### config.mk
export PLATFORM = sky130hd
export DESIGN_NAME = hpm_ram
export DESIGN_NICKNAME = d
export VERILOG_FILES = /design/src/hdl/hpm_ram.sv
export SDC_FILE = /design/constraint.sdc
export NUM_CORES = 1
export LEC_CHECK = 0
export BUFFER_PORTS_ARGS = -buffer_cell sky130_fd_sc_hd__buf_2
export CORE_MARGIN = 8
export CORE_UTILIZATION = 60
export CTS_CLUSTER_SIZE = 12
export DETAILED_ROUTE_END_ITERATION = 12
export PLACE_DENSITY = 0.79
export SETUP_SLACK_MARGIN = 0.5
export SLEW_MARGIN = 30
export SYNTH_ARGS = -nofsm -noshare
export SYNTH_HDL_FRONTEND = slang
export SYNTH_SLANG_ARGS = --single-unit
### constraint.sdc
create_clock -name clk -period 2.3 [get_ports clk]
set_input_delay 0.46 -clock clk [delete_from_list [all_inputs] [get_ports clk]]
set_output_delay 0.46 -clock clk [all_outputs]
set_load 0.01 [all_outputs]
### src/hdl/hpm_ram.sv
// generic single write, single read RAM with registered read data
module hpm_ram #(
  parameter int WIDTH = 8,
  parameter int DEPTH = 16
) (
  input  logic                     clk,
  input  logic                     we,
  input  logic [$clog2(DEPTH)-1:0] waddr,
  input  logic [WIDTH-1:0]         wdata,
  input  logic [$clog2(DEPTH)-1:0] raddr,
  output logic [WIDTH-1:0]         rdata
);

  logic [WIDTH-1:0] mem [DEPTH];
  logic [WIDTH-1:0] rdata_r;

  always_ff @(posedge clk) begin
    if (we) begin
      mem[waddr] <= wdata;
    end
    rdata_r <= mem[raddr];
  end

  assign rdata = rdata_r;

endmodule

# == Word level (Yosys, flattened, before mapping) ==
# Memory sizes are Yosys's and may differ from the RTL's. A register that Yosys moved wholly into a read port is not among the register bits.
# Index checks and enable logic that the tools add are counted.
# classes
n_addsub,0
mul,0
n_div,0
order_cmp,0
eq_ne,0
shifts,0
mux,2
n_bitwise,0
reduce_logical,0
# op_table
cell,count
two-way mux 1 bit,2
# word_totals
ff_bits,0
latch_bits,0
ram_bits,128
mem_bits_ro,0
in_bits,18
out_inout_bits,8
wordCells,3
n_memories,1
# mem_list
name,words,word_bits,read_ports,rd_clocked_by_memory_dff,wr,line_no,rtl
mem,16,8,1,1,1,14,logic [WIDTH-1:0] mem [DEPTH];

# == Depth between registers and ports, before layout ==
# logic_depth
ltp_word,2
ltp_mapped,5
mapped_depth_nobuf,3

# == Least setup slack after synthesis ==
# OpenSTA, ideal clock, no wires.
# synth_path
path_kind,input port to flip-flop
startpoint,input waddr[2]
endpoint,memory mem[0][0] (enable)
setup_time_ps,383
arrival_ps,1570
path_slack_ps,347
cell_stages,2
path_buffers,0
path_cell_list,or3b_2 nor3_1
# synth_lines
element,line_no,rtl
start: declaration,8,"input logic [$clog2(DEPTH)-1:0] waddr,"
end: declaration,14,
# Straight into the memory's write port.

# == Worst setup path in the final report ==
# layout_path
startpoint,register rdata_r[0] (netlist: rdata[0]) (read register of mem)
endpoint,output rdata[0]
# layout_lines
element,line_no,rtl
start: declaration,15,logic [WIDTH-1:0] rdata_r;
end: declaration,11,output logic [WIDTH-1:0] rdata
# No word-level cell between the ends.

==> metrics <==
status=completed; worst-path cell chain=buf_2; hold depth=1; drt first pass iters=4; Initial Utilization=62.33%; Port Buffers=25; most frequent cells in the layout=128 x edfxtp_1, 25 x buf_2, 18 x mux4_2, 18 x buf_4; diodes inserted=0; WL/cell=25.14 um; crit-path max cell delay=350 ps; met1 global-route usage=24.48%; Synth Cell Area=5147 um^2; first-pass GRT wire length=15360 um; Reg-to-Reg Start=mem[3][1]; Ys Warns=0; number of synthesized register bits=136; DRC=0; critical path endpoint category=output port; layout cells sized above 1=32.09%; total track usage=18.69%; Post-Synth XOR/XNOR Area=0%; Mapped Cells=229; Clock Sinks=136; hold buffer count at cts=0; Vias=2483; clock buffer depth=2; PostCTS Resize Cnt=0; GRT busiest layer=met2; Fin Setup TNS=0 ps; Synth Area in Compound Gates=2.333%; Synth Net Count=247; Synth top area share=74.67%; # H-tree levels=4; clk root buf=clkbuf_8; PD cells=955.8 nW/um^2; chip height=108.6 um; average cell area after synthesis=22.48 um^2; met2 usage=28.60%; hold slack=323.3 ps; Hold Path Origin=wdata[1]; Cell Count, Final, Fillers Out=401; clk slew on worst S/H paths=60 ps; largest family of logic cells by synthesized area=multiplexers; R2R Setup Slk=920 ps; final wirelength=10080 um; Final setup viols=0; WS Path Type=reg2out; Fillers=464; pre-CTS setup slack=341.0 ps; GRT overflow=0; DIE AREA=11800 um^2; 1st-iter DRT viols=219; CTS tree=yes; Slowest-stage cell, CP=dfxtp_1; Inst Count DP=369; WP data required=1840 ps; Final Hold Fails=0; Max Fanout on Critical Path=1; Num CTS Buffers=17; minimum clock period=1487 ps; maxcap violations=0; Area Growth Syn to Fin=18.86%; setup ws final=813.3 ps; Vias per Instance=6.192; area leader, netlist=edfxtp_1; worst hold endpoint=mem[14][1]; Clock Skew=8.289 ps; Slew Limit Fails=0; worst path bufs/invs=1; startpoint types=flop; mux cell area share after synthesis=15.02%; leakage power total=2.109 nW; reg2reg end=rdata[1]; Final Net Count=301; Max Fclk=672.6 MHz; IO Count=26; CP arrival=1030 ps; Post-DP HPWL=5786 um; post-route ant nets=0; Post-Synth Adder-Cell Area=0%; unrepaired setup endpoints after global routing=false; Synth Area in Simple Gates=3.184%; distinct cell type count after synthesis=19; fin crit share=64.64%; chip width=108.6 um; post-synthesis sequential area ratio=77.78%; worst slew margin relative to its limit=74.21%; synth top area cells=edfxtp_1 75%, mux4_2 7.9%, mux4_1 7.1%; row cnt=33; GR met3 Demand/Resource=4.189%; R2R cell count=3; Skew-Pair Late Insertion Delay=520 ps; core box area=8258 um^2; post-CTS setup buffers=0; maximum vdd ir drop=655.9 uV; placed instance area=5498 um^2; HP Class=in2reg; Worst-Margin Slew=386.9 ps; initial antenna violation count=0; largest net degree at the start of global routing=33; GPL Wtd Cong=0.7388; design area=6118 um^2; cell family with most CP delay=flip-flops; vias in the first global route=2594; commonest non-fill, non-tap cell in the layout=edfxtp_1
[cells by family (layout without fill, tap and decap cells)]
kind of cell / count (synthesis) / count (layout)
buffers and inverters: 10 / 77
multiplexers: 32 / 32
AND/OR/NAND/NOR: 35 / 35
flip-flops: 136 / 136
AO/OA/AOI/OAI: 16 / 16
[registers in the layout, summed over array words and instances, names as in the netlist]
| signal | count |
|---|---|
| mem | 128 |
| rdata | 8 |
[cells in the mapped netlist (all sizes together)]
library cell   number
a22oi              16
and2                1
and2b               1
buf                 7
clkdlybuf4s25       3
dfxtp               8
edfxtp            128
mux4               32
nand2               9
nand2b              2
nand3               1
nand3b              2
nor2               13
nor2b               1
nor3                4
or3b                1
[cell type report]
type                       instances  area, um^2  area share, %
multi-input combinational         83        1062          17.36
clock buffer                      20       445.4          7.280
timing repair buffer              45       300.3          4.908
clock inverter                    12       175.2          2.863
tap                              105       131.4          2.147
sequential                       136        4004          65.44
[where the power goes]
| part | total (mW) | internal [mW] | switching (mW) |
|---|---|---|---|
| Clock | 2.80 | 1.81 | 0.981 |
| Sequential | 2.79 | 2.77 | 0.0190 |
| Combinational | 0.262 | 0.113 | 0.149 |
| Total | 5.85 | 4.70 | 1.15 |
[metal layers]
metal / part of all wire, % / up-vias
met1: 39 / 1257
met3: 9.0 / 16
met2: 50 / 129
li1: - / 1081
met5: 0 / -
met4: 2.3 / 0
[stage by stage]
step	power (mW)	utilization, %
global route	5.994	74.09
finish	5.848	74.09
CTS	5.878	74.09
floorplan	2.983	-
global placement	3.091	66.58
detailed placement	3.101	66.58
[worst max-delay path by stage]
stage / from / end / slack [ps] / depth (start not counted)
2_1_floorplan: waddr[2] / mem[3][0] / 570 / 2
3_3_place_gp: raddr[0] / rdata[2] / 390 / 5
3_5_place_dp: raddr[0] / rdata[1] / 340 / 5
4_1_cts: rdata[0] / rdata[0] / 800 / 1
5_1_grt: rdata[1] / rdata[1] / 800 / 1
6_report: rdata[0] / rdata[0] / 810 / 1
Note: power is estimated with default switching activity, not from simulation.
