===== config.mk =====
export PLATFORM = sky130hd
export DESIGN_NAME = hpm_engine
export DESIGN_NICKNAME = d
export VERILOG_FILES = /design/src/hdl/hpm_pkg.sv /design/src/hdl/hpm_engine.sv
export SDC_FILE = /design/constraint.sdc
export NUM_CORES = 1
export LEC_CHECK = 0
export BUFFER_PORTS_ARGS = -buffer_cell sky130_fd_sc_hd__buf_2
export CAP_MARGIN = 10
export CORE_MARGIN = 2
export CORE_UTILIZATION = 56
export CTS_BUF_LIST = sky130_fd_sc_hd__clkbuf_8
export DETAILED_ROUTE_END_ITERATION = 10
export PLACE_DENSITY_LB_ADDON = 0.12
export SLEW_MARGIN = 30
export SYNTH_ARGS = -nofsm -noshare
export SYNTH_HDL_FRONTEND = slang
export SYNTH_SLANG_ARGS = --single-unit

===== constraint.sdc =====
create_clock -name clk -period 15.1 [get_ports clk]
set_input_delay 0.755 -clock clk [delete_from_list [all_inputs] [get_ports clk]]
set_output_delay 0.755 -clock clk [all_outputs]
set_load 0.02 [all_outputs]

===== src/hdl/hpm_pkg.sv =====
// shared types, constants and hash function of the linear probe hash map
package hpm_pkg;

  localparam int DEF_SLOTS = 1024;
  localparam int KEY_W     = 64;
  localparam int VAL_W     = 32;
  localparam int SLOT_W    = 10;
  localparam int CNT_W     = 10;
  localparam int ENTRY_W   = KEY_W + VAL_W;

  localparam logic [1:0] FN_LOOKUP = 2'd0;
  localparam logic [1:0] FN_INSERT = 2'd1;
  localparam logic [1:0] FN_ERASE  = 2'd2;
  localparam logic [1:0] FN_READ   = 2'd3;

  typedef enum logic [2:0] {
    ST_CLEAR,
    ST_IDLE,
    ST_PROBE,
    ST_GAP,
    ST_REINS,
    ST_RDSLOT,
    ST_DONE
  } state_t;

  typedef struct packed {
    logic              found;
    logic              created;
    logic              full_res;
    logic [VAL_W-1:0]  value;
    logic [SLOT_W-1:0] slot;
    logic [KEY_W-1:0]  key;
    logic [CNT_W-1:0]  count;
  } res_t;

  // unmasked home hash, caller keeps the low index bits
  function automatic logic [KEY_W-1:0] home_hash(logic [KEY_W-1:0] k);
    return (k >> 4) ^ (k >> 16);
  endfunction

endpackage


===== src/hdl/hpm_engine.sv =====
// probe sequencer: walks the entry memory for lookup, insert, erase and slot reads
module hpm_engine #(
  parameter int TABLE_SLOTS = hpm_pkg::DEF_SLOTS
) (
  input  logic                             clk,
  input  logic                             rst_n,
  input  logic                             req_valid,
  input  logic [1:0]                       req_func,
  input  logic [hpm_pkg::KEY_W-1:0]        req_key,
  input  logic [hpm_pkg::VAL_W-1:0]        req_new_value,
  input  logic [hpm_pkg::SLOT_W-1:0]       req_slot_index,
  output logic                             busy,
  output logic                             res_valid,
  input  logic                             res_take,
  output hpm_pkg::res_t                    res,
  output logic                             ram_we,
  output logic [$clog2(TABLE_SLOTS)-1:0]   ram_waddr,
  output logic [hpm_pkg::ENTRY_W-1:0]      ram_wdata,
  output logic [$clog2(TABLE_SLOTS)-1:0]   ram_raddr,
  input  logic [hpm_pkg::ENTRY_W-1:0]      ram_rdata
);

  localparam int AW = $clog2(TABLE_SLOTS);
  localparam int IW = AW + hpm_pkg::SLOT_W;
  localparam logic [AW-1:0] HALF = AW'(TABLE_SLOTS / 2);
  localparam logic [AW-1:0] LAST = AW'(TABLE_SLOTS - 1);
  localparam logic [AW-1:0] ONE  = AW'(1);

  hpm_pkg::state_t state_r, state_nxt;

  logic [1:0]                   func_r, func_nxt;
  logic [hpm_pkg::KEY_W-1:0]    key_r, key_nxt;
  logic [hpm_pkg::VAL_W-1:0]    nv_r, nv_nxt;
  logic [AW-1:0]                ptr_r, ptr_nxt;
  logic [AW-1:0]                gap_r, gap_nxt;
  logic [hpm_pkg::KEY_W-1:0]    mk_r, mk_nxt;
  logic [hpm_pkg::VAL_W-1:0]    mv_r, mv_nxt;
  logic [AW-1:0]                occ_r, occ_nxt;
  logic [AW-1:0]                clr_r, clr_nxt;
  hpm_pkg::res_t                res_r, res_nxt;
  logic                         fwd_hit_r;
  logic [hpm_pkg::ENTRY_W-1:0]  fwd_data_r;

  logic [hpm_pkg::ENTRY_W-1:0]  q;
  logic [hpm_pkg::KEY_W-1:0]    qk;
  logic [hpm_pkg::VAL_W-1:0]    qv;
  logic [hpm_pkg::KEY_W-1:0]    hq;
  logic [hpm_pkg::KEY_W-1:0]    hk;
  logic [IW-1:0]                idx_w;
  logic [IW-1:0]                ptr_w;
  logic [IW-1:0]                occ_w;
  logic                         idx_ok;

  // a read issued in the same cycle as a write to that slot sees the new entry
  assign q  = fwd_hit_r ? fwd_data_r : ram_rdata;
  assign qk = q[hpm_pkg::ENTRY_W-1 -: hpm_pkg::KEY_W];
  assign qv = q[hpm_pkg::VAL_W-1:0];
  assign hq = hpm_pkg::home_hash(qk);
  assign hk = hpm_pkg::home_hash(req_key);

  assign idx_w  = IW'(req_slot_index);
  assign ptr_w  = IW'(ptr_r);
  assign occ_w  = IW'(occ_r);
  assign idx_ok = int'(req_slot_index) < TABLE_SLOTS;

  // next state
  always_comb begin
    state_nxt = state_r;
    case (state_r)
      hpm_pkg::ST_CLEAR: begin
        if (clr_r == LAST) state_nxt = hpm_pkg::ST_IDLE;
      end
      hpm_pkg::ST_IDLE: begin
        if (req_valid) begin
          if (req_func == hpm_pkg::FN_READ) begin
            state_nxt = idx_ok ? hpm_pkg::ST_RDSLOT : hpm_pkg::ST_DONE;
          end else if (req_key == '0) begin
            state_nxt = hpm_pkg::ST_DONE;
          end else begin
            state_nxt = hpm_pkg::ST_PROBE;
          end
        end
      end
      hpm_pkg::ST_PROBE: begin
        if (qk == key_r) begin
          state_nxt = (func_r == hpm_pkg::FN_ERASE) ? hpm_pkg::ST_GAP : hpm_pkg::ST_DONE;
        end else if (qk == '0) begin
          state_nxt = hpm_pkg::ST_DONE;
        end
      end
      hpm_pkg::ST_GAP: begin
        state_nxt = (qk == '0) ? hpm_pkg::ST_DONE : hpm_pkg::ST_REINS;
      end
      hpm_pkg::ST_REINS: begin
        if (qk == '0) state_nxt = hpm_pkg::ST_GAP;
      end
      hpm_pkg::ST_RDSLOT: state_nxt = hpm_pkg::ST_DONE;
      hpm_pkg::ST_DONE: begin
        if (res_take) state_nxt = hpm_pkg::ST_IDLE;
      end
      default: state_nxt = hpm_pkg::ST_CLEAR;
    endcase
  end

  // memory controls and datapath
  always_comb begin
    ram_we    = 1'b0;
    ram_waddr = ptr_r;
    ram_wdata = '0;
    ram_raddr = ptr_r;
    func_nxt  = func_r;
    key_nxt   = key_r;
    nv_nxt    = nv_r;
    ptr_nxt   = ptr_r;
    gap_nxt   = gap_r;
    mk_nxt    = mk_r;
    mv_nxt    = mv_r;
    occ_nxt   = occ_r;
    clr_nxt   = clr_r;
    res_nxt   = res_r;
    case (state_r)
      hpm_pkg::ST_CLEAR: begin
        ram_we    = 1'b1;
        ram_waddr = clr_r;
        clr_nxt   = clr_r + ONE;
      end
      hpm_pkg::ST_IDLE: begin
        if (req_valid) begin
          func_nxt = req_func;
          key_nxt  = req_key;
          nv_nxt   = req_new_value;
          res_nxt  = '0;
          if (req_func == hpm_pkg::FN_READ) begin
            ram_raddr    = idx_w[AW-1:0];
            res_nxt.slot = req_slot_index;
          end else begin
            ram_raddr = hk[AW-1:0];
            ptr_nxt   = hk[AW-1:0];
          end
        end
      end
      hpm_pkg::ST_PROBE: begin
        if (qk == key_r) begin
          res_nxt.found = 1'b1;
          res_nxt.slot  = ptr_w[hpm_pkg::SLOT_W-1:0];
          res_nxt.value = qv;
          if (func_r == hpm_pkg::FN_ERASE) begin
            ram_we    = 1'b1;
            ram_waddr = ptr_r;
            occ_nxt   = occ_r - ONE;
            gap_nxt   = ptr_r + ONE;
            ram_raddr = ptr_r + ONE;
          end
        end else if (qk == '0) begin
          if (func_r == hpm_pkg::FN_INSERT) begin
            if (occ_r >= HALF) begin
              res_nxt.full_res = 1'b1;
            end else begin
              ram_we          = 1'b1;
              ram_waddr       = ptr_r;
              ram_wdata       = {key_r, nv_r};
              occ_nxt         = occ_r + ONE;
              res_nxt.created = 1'b1;
              res_nxt.slot    = ptr_w[hpm_pkg::SLOT_W-1:0];
              res_nxt.value   = nv_r;
            end
          end
        end else begin
          ptr_nxt   = ptr_r + ONE;
          ram_raddr = ptr_r + ONE;
        end
      end
      hpm_pkg::ST_GAP: begin
        // pull the next cluster entry out and walk from its home slot
        if (qk != '0) begin
          mk_nxt    = qk;
          mv_nxt    = qv;
          ram_we    = 1'b1;
          ram_waddr = gap_r;
          ptr_nxt   = hq[AW-1:0];
          ram_raddr = hq[AW-1:0];
        end
      end
      hpm_pkg::ST_REINS: begin
        if (qk == '0) begin
          ram_we    = 1'b1;
          ram_waddr = ptr_r;
          ram_wdata = {mk_r, mv_r};
          gap_nxt   = gap_r + ONE;
          ram_raddr = gap_r + ONE;
        end else begin
          ptr_nxt   = ptr_r + ONE;
          ram_raddr = ptr_r + ONE;
        end
      end
      hpm_pkg::ST_RDSLOT: begin
        res_nxt.found = (qk != '0);
        res_nxt.key   = qk;
        res_nxt.value = (qk != '0) ? qv : '0;
      end
      hpm_pkg::ST_DONE: begin
      end
      default: begin
      end
    endcase
  end

  always_comb begin
    res       = res_r;
    res.count = occ_w[hpm_pkg::CNT_W-1:0];
  end

  assign busy      = (state_r != hpm_pkg::ST_IDLE);
  assign res_valid = (state_r == hpm_pkg::ST_DONE);

  always_ff @(posedge clk) begin
    if (!rst_n) begin
      state_r   <= hpm_pkg::ST_CLEAR;
      clr_r     <= '0;
      occ_r     <= '0;
      fwd_hit_r <= 1'b0;
    end else begin
      state_r   <= state_nxt;
      clr_r     <= clr_nxt;
      occ_r     <= occ_nxt;
      fwd_hit_r <= ram_we && (ram_waddr == ram_raddr);
    end
  end

  always_ff @(posedge clk) begin
    func_r     <= func_nxt;
    key_r      <= key_nxt;
    nv_r       <= nv_nxt;
    ptr_r      <= ptr_nxt;
    gap_r      <= gap_nxt;
    mk_r       <= mk_nxt;
    mv_r       <= mv_nxt;
    res_r      <= res_nxt;
    fwd_data_r <= ram_wdata;
  end

endmodule


### After elaboration in Yosys (flattened, before gate mapping)

Index checks and enable logic that the tools add are counted.

* bits in registers: 443
* input bits: 208
* output and inout bits: 238
* logic and storage cells: 145

* add/subtract/negate cells: 5
* magnitude comparators: 1
* equal/unequal tests: 30
* mux-type cells: 65
* bitwise operators: 2
* reduce and logical (&&, ||, !) cells: 24

Operators with widths (count)
* 2-to-1 mux 96 bit: 6
* 2-to-1 mux 10 bit: 20
* one-hot mux 96 bit (2 select lines): 1
* zero test 64 bit: 2
* one-hot mux 64 bit (2 select lines): 1
* 2-to-1 mux 119 bit: 1
* one-hot mux 32 bit (3 select lines): 1
* 2-to-1 mux 44 bit: 2
* 2-to-1 mux 42 bit: 2
* one-hot mux 10 bit (4 select lines): 2
* == test 64 bit: 1
* nonzero test 64 bit: 1
* one-hot mux 10 bit (2 select lines): 3
* adder 10 x 1 -> 10 bit (second input constant): 4
* 2-to-1 mux 32 bit: 1
* 2-to-1 mux 3 bit: 9
* != test 2 bit (second input constant): 12
* one-hot mux 3 bit (7 select lines): 1
* AND reduction 5 bit: 4
* bitwise XOR 10 bit: 2
* AND reduction 6 bit: 2
* == test 10 bit: 1
* == test 10 bit (second input constant): 1
* greater-or-equal comparator 10 bit (second input constant): 1
* 22 further kinds: 46

### Longest topological paths before layout

* depth after elaboration: 7
* depth in mapped cells: 20
* mapped depth without buffers: 17

### Least setup slack after synthesis

No wires, ideal clock.

* path type: reg2out
* start point: reg fwd_hit_r
* end point: out ram_waddr[4]
* data arrival time: 5.234 ns
* required time: 14.345 ns
* slack: 9.111 ns
* stages on the path, launching flop included: 15
* buffers on the path: 6
* cells stage by stage: dfxtp_1 > buf_2 > buf_6 > buf_2 > buf_2 > nor4_1 > nand4_1 > o22ai_1 > o211a_1 > buf_2 > nor2_1 > clkbuf_1 > a22o_1 > a21oi_1 > inv_1

* longest elaborated chain between the ends: 4

RTL lines
* start, declared: line hpm_engine.sv:41 `logic fwd_hit_r;`
* start signal, assigned: line hpm_engine.sv:226 `fwd_hit_r <= ram_we && (ram_waddr == ram_raddr);`
* 2-to-1 mux 96 bit: line hpm_engine.sv:55 `assign q = fwd_hit_r ? fwd_data_r : ram_rdata;`
* nonzero test 64 bit: line hpm_engine.sv:175 `if (qk != '0) begin`
* 2-to-1 mux 10 bit: line hpm_engine.sv:175
* one-hot mux 10 bit (2 select lines): line hpm_engine.sv:121 `case (state_r)`
* end, declared: line hpm_engine.sv:17 `output logic [$clog2(TABLE_SLOTS)-1:0] ram_waddr,`

Every way passes these cells.

### Worst setup path after layout

* start point: reg fwd_hit_r
* end point: out ram_wdata[41] (netlist bit)

* longest elaborated chain between the ends: 5
* elaborated cells between the ends (all ways): 7
* those cells by class: eq/ne: 1; mux: 5; reduce/logical: 1

RTL lines
* 2-to-1 mux 96 bit *: line hpm_engine.sv:55
* zero test 64 bit: line hpm_engine.sv:154, hpm_engine.sv:185
* 2-to-1 mux 96 bit: line hpm_engine.sv:154 `end else if (qk == '0) begin`
* 2-to-1 mux 96 bit: line hpm_engine.sv:143 `if (qk == key_r) begin`
* one-hot mux 96 bit (2 select lines) *: line hpm_engine.sv:121
* end, declared: line hpm_engine.sv:18 `output logic [hpm_pkg::ENTRY_W-1:0] ram_wdata,`

Mark *: on every way between the ends. The rest lies on a longest branch, timed or not.

==> results.md <==
* Clk_lat worst skew at 0.63 ns
* Crit path launch type: register
* Crit path launch: fwd_hit_r
* RR Startpoint: fwd_hit_r
* First-pass GRT wire length at 93,880 um
* Most used cell, CP: buf_4
* H-Tree Level Count at 3
* Die outline area at 36,330 sq um
* Wirelength per Cell at 25.87 um
* XOR/XNOR Fraction of Synth Area at 0.05884
* Post-synth ARST share at 0
* Pre-CTS WS at 8.439 ns
* Post-synthesis mux area share at 0.06654
* Overall global routing resource usage at 0.3542
* Slew HR at 0.3229
* Critical path cell sequence: buf_4 -> mux2i_1 -> xnor2_1 -> nor4_1 -> nand4_1 -> nor4_4 -> buf_4 -> nor2_2 -> buf_4 -> inv_1 -> nor4_2 -> buf_4 -> buf_4 -> a22o_1 -> buf_2
* Simple-Gate Fraction of Synth Area at 0.09047
* CP delay by family, top: buffers and inverters
* Root Buffer: clkbuf_8
* # DRC at 0
* Max stage delay on crit path at 0.92 ns
* Antenna Violating Nets Remaining at 0
* Hold-fix buffers at CTS at 0
* Syn_nets at 1,793
* Clock-pin slew on the worst setup and hold paths at 0.06 ns
* Sequential area share after synthesis at 0.6206
* Reg2Reg Setup Slack at 8.70 ns
* Top_reg_cell synth: edfxtp_1
* Clock Path Buffers at 3
* Post-synth top cells: 323 x edfxtp_1, 135 x nor2_1, 131 x a22o_1
* Yosys top cell by area: edfxtp_1
* Fin. max-slew vios at 0
* Syn_area_per_cell at 12.40 sq um
* First-pass DRT Iterations at 6
* Slew @ Worst Pin at 0.9873 ns
* Setup TNS at 0 ns
* Hold Slack at 0.2957 ns
* Critical Path Sink Type: output port
* Largest family of logic cells by synthesized area: compound AO/OA/AOI/OAI gates
* Fin crit share at 0.4966
* CP arrival at 6.74 ns
* Final GP Congestion at 1.000
* Bufs and invs on worst path at 7
* Synth Cell Area at 19,500 sq um
* # IOs at 446
* Row count at 68
* Initial antenna violation count at 7
* Gr ovfl total at 0
* Leak at 0.009524 uW
* Detailed placer's ending HPWL at 47,300 um
* Adder-cell share of the synthesized area at 0.008085
* Top cell type's share of synthesized area at 0.4974
* Worst r2r path cells at 19
* Status: complete, no violations
* Reg2reg end: occ_r[9]
* Share of cells above drive strength 1 at 0.3026
* Post-CTS sizing at 0
* Drt initial violations at 1,866
* Clock sinks at 443
* Final Critical Period at 7.499 ns
* Die width at 190.6 um
* Post-CTS setup buffers at 0
* Crit Path Category: reg -> out
* Number of synthesized flops with an enable pin at 323
* Clk_skew at 0.02912 ns
* Max Cap Viol at 0
* Dominant cells by area after synthesis: edfxtp_1 50%, dfxtp_1 12%, a22o_1 5.9%
* IO buf count at 445
* Number of synthesized register bits at 443
* Crit-path max FO at 64
* Post-synthesis cell type count at 66
* Vias in the first global route at 14,787
* Fmax at 0.1333 GHz
* Setup-failing EPs final at 0
* Stages on the worst setup path at 15
* Fin nets at 2,247
* CTS tree: done
* P per Cell Area at 149.5 nW/um^2
* Crit path to: ram_wdata[41]
* CTS Buf Count at 72
* Min-Delay Path Class: in -> reg
* Synth Area in Compound Gates at 0.1195
* Slowest-stage cell, CP: buf_4
* P&R area growth vs syn at 20.91%
* Fill cells at 2,612
* Die Y at 190.6 um
* Via count at 15,516
* Top-count cell post-synth: edfxtp_1
* Effective utilization at floorplan at 0.5659
* Setup WS post-layout at 7.601 ns
* Pin count of the biggest net entering global routing at 65
* Routed vias/inst at 6.092
* Max VDD drop at 0.1527 mV
* Detailed-route wire length at 65,890 um
* Final hold violations at 0
* Yosys warning count at 0
* Critical Path RT at 14.35 ns
* Core area at 34,460 sq um
* Cells after synthesis at 1,573
* RSZ-0062 raised after global routing: false
==> metrics by stage <==
step | power [uW] | utilization | area (sq um) | std cells
after global placement | 2487 | 0.6422 | 22130 | 2408
after detailed placement | 2494 | 0.6424 | 22140 | 2408
final | 3526 | 0.6842 | 23580 | 2547
after global routing | 3660 | 0.6842 | 23580 | 2546
after CTS | 3515 | 0.6837 | 23560 | 2540
after floorplan | 2144 | - | 19500 | 1573
==> worst register-to-register path, cell delays in order, from the launching register on <==
cell and delay [ns]:
dfxtp_4 0.89, buf_4 1.02, mux2i_1 0.84, xnor2_1 0.13, nor4_1 0.45, nand4_1 0.25, nor4_4 0.29, buf_4 0.30
ha_1 0.30, a21o_1 0.18, a21oi_1 0.24, o21bai_1 0.09, a21oi_1 0.24, o21bai_1 0.09, a21oi_1 0.25, o21ai_0 0.18
xnor2_1 0.16, nand2_1 0.08, xor2_1 0.21, nor2_1 0.06
==> cells by family after synthesis <==
group	count (synthesis)
buffers and inverters	173
multiplexers	118
XOR/XNOR	131
adder cells (fa/ha/maj)	12
flip-flops	443
AND/OR/NAND/NOR	375
AO/OA/AOI/OAI	321
==> where the power goes <==
part / internal [uW] / switching, uW
Clock: 551 / 478
Sequential: 1460 / 102
Combinational: 303 / 636
==> cell type report <==
cell class                      instances  area [sq um]  share of cell area
Inverter                               85         321.6             0.01364
Timing Repair Buffer                  468          2400              0.1018
Clock buffer                           86          1184             0.05020
Tap cell                              455         569.3             0.02415
Multi-Input combinational cell        957          6739              0.2858
Sequential cell                       443         12110              0.5134
Clock inverter                         46         241.5             0.01024
Antenna cell                            7         17.52           0.0007429
==> cell usage in the layout (no fill, tap or decap), types with 4 or more instances in the layout <==
| cell | n |
|---|---|
| buf_2 | 445 |
| edfxtp_1 | 323 |
| nor2_1 | 131 |
| a22o_1 | 131 |
| dfxtp_1 | 119 |
| inv_1 | 117 |
| xnor2_1 | 107 |
| nand2_1 | 91 |
| clkbuf_8 | 86 |
| mux2i_1 | 65 |
| nor4_1 | 60 |
| a21oi_1 | 55 |
| o21ai_0 | 55 |
| mux2_2 | 35 |
| nand3_1 | 28 |
| xor2_1 | 24 |
| buf_4 | 23 |
| nand4_1 | 19 |
| mux2i_2 | 17 |
| a22oi_1 | 11 |
| ha_1 | 11 |
| nor3_1 | 10 |
| diode_2 | 7 |
| a21o_1 | 7 |
| a211oi_1 | 6 |
| o211ai_1 | 5 |
| o31ai_1 | 5 |
| o221ai_1 | 5 |
| o21bai_1 | 5 |
| o22ai_1 | 4 |
| nand2b_1 | 4 |
| and3_1 | 4 |
| or3_1 | 4 |
| clkinv_1 | 4 |
==> state kept, by name, indices dropped and copies added, names as in the netlist <==
register	cells
res	109
nv_r	32
occ_r	10
ptr_r	10
state_r	3
func_r	2
mv_r	32
fwd_data_r	96
fwd_hit_r	1
gap_r	10
clr_r	10
mk_r	64
key_r	64
==> layer usage <==
metal,track usage,wire (um)
met1,0.4829,25210
met2,0.5443,29650
met3,0.08079,7991
met4,0.1598,3026
met5,0,12
==> how the worst min path moves through the flow <==
stage	start	end	slack [ns]	cells past startpoint
floorplan	clr_r[9]	clr_r[9]	0.47	2
global placement	mk_r[5]	fwd_data_r[37]	0.47	1
detailed placement	mk_r[18]	fwd_data_r[50]	0.47	1
CTS	req_new_value[7]	nv_r[7]	0.27	1
global route	req_new_value[1]	nv_r[1]	0.27	1
finish	req_new_value[7]	nv_r[7]	0.30	1
(Power assumes the default switching activity.)
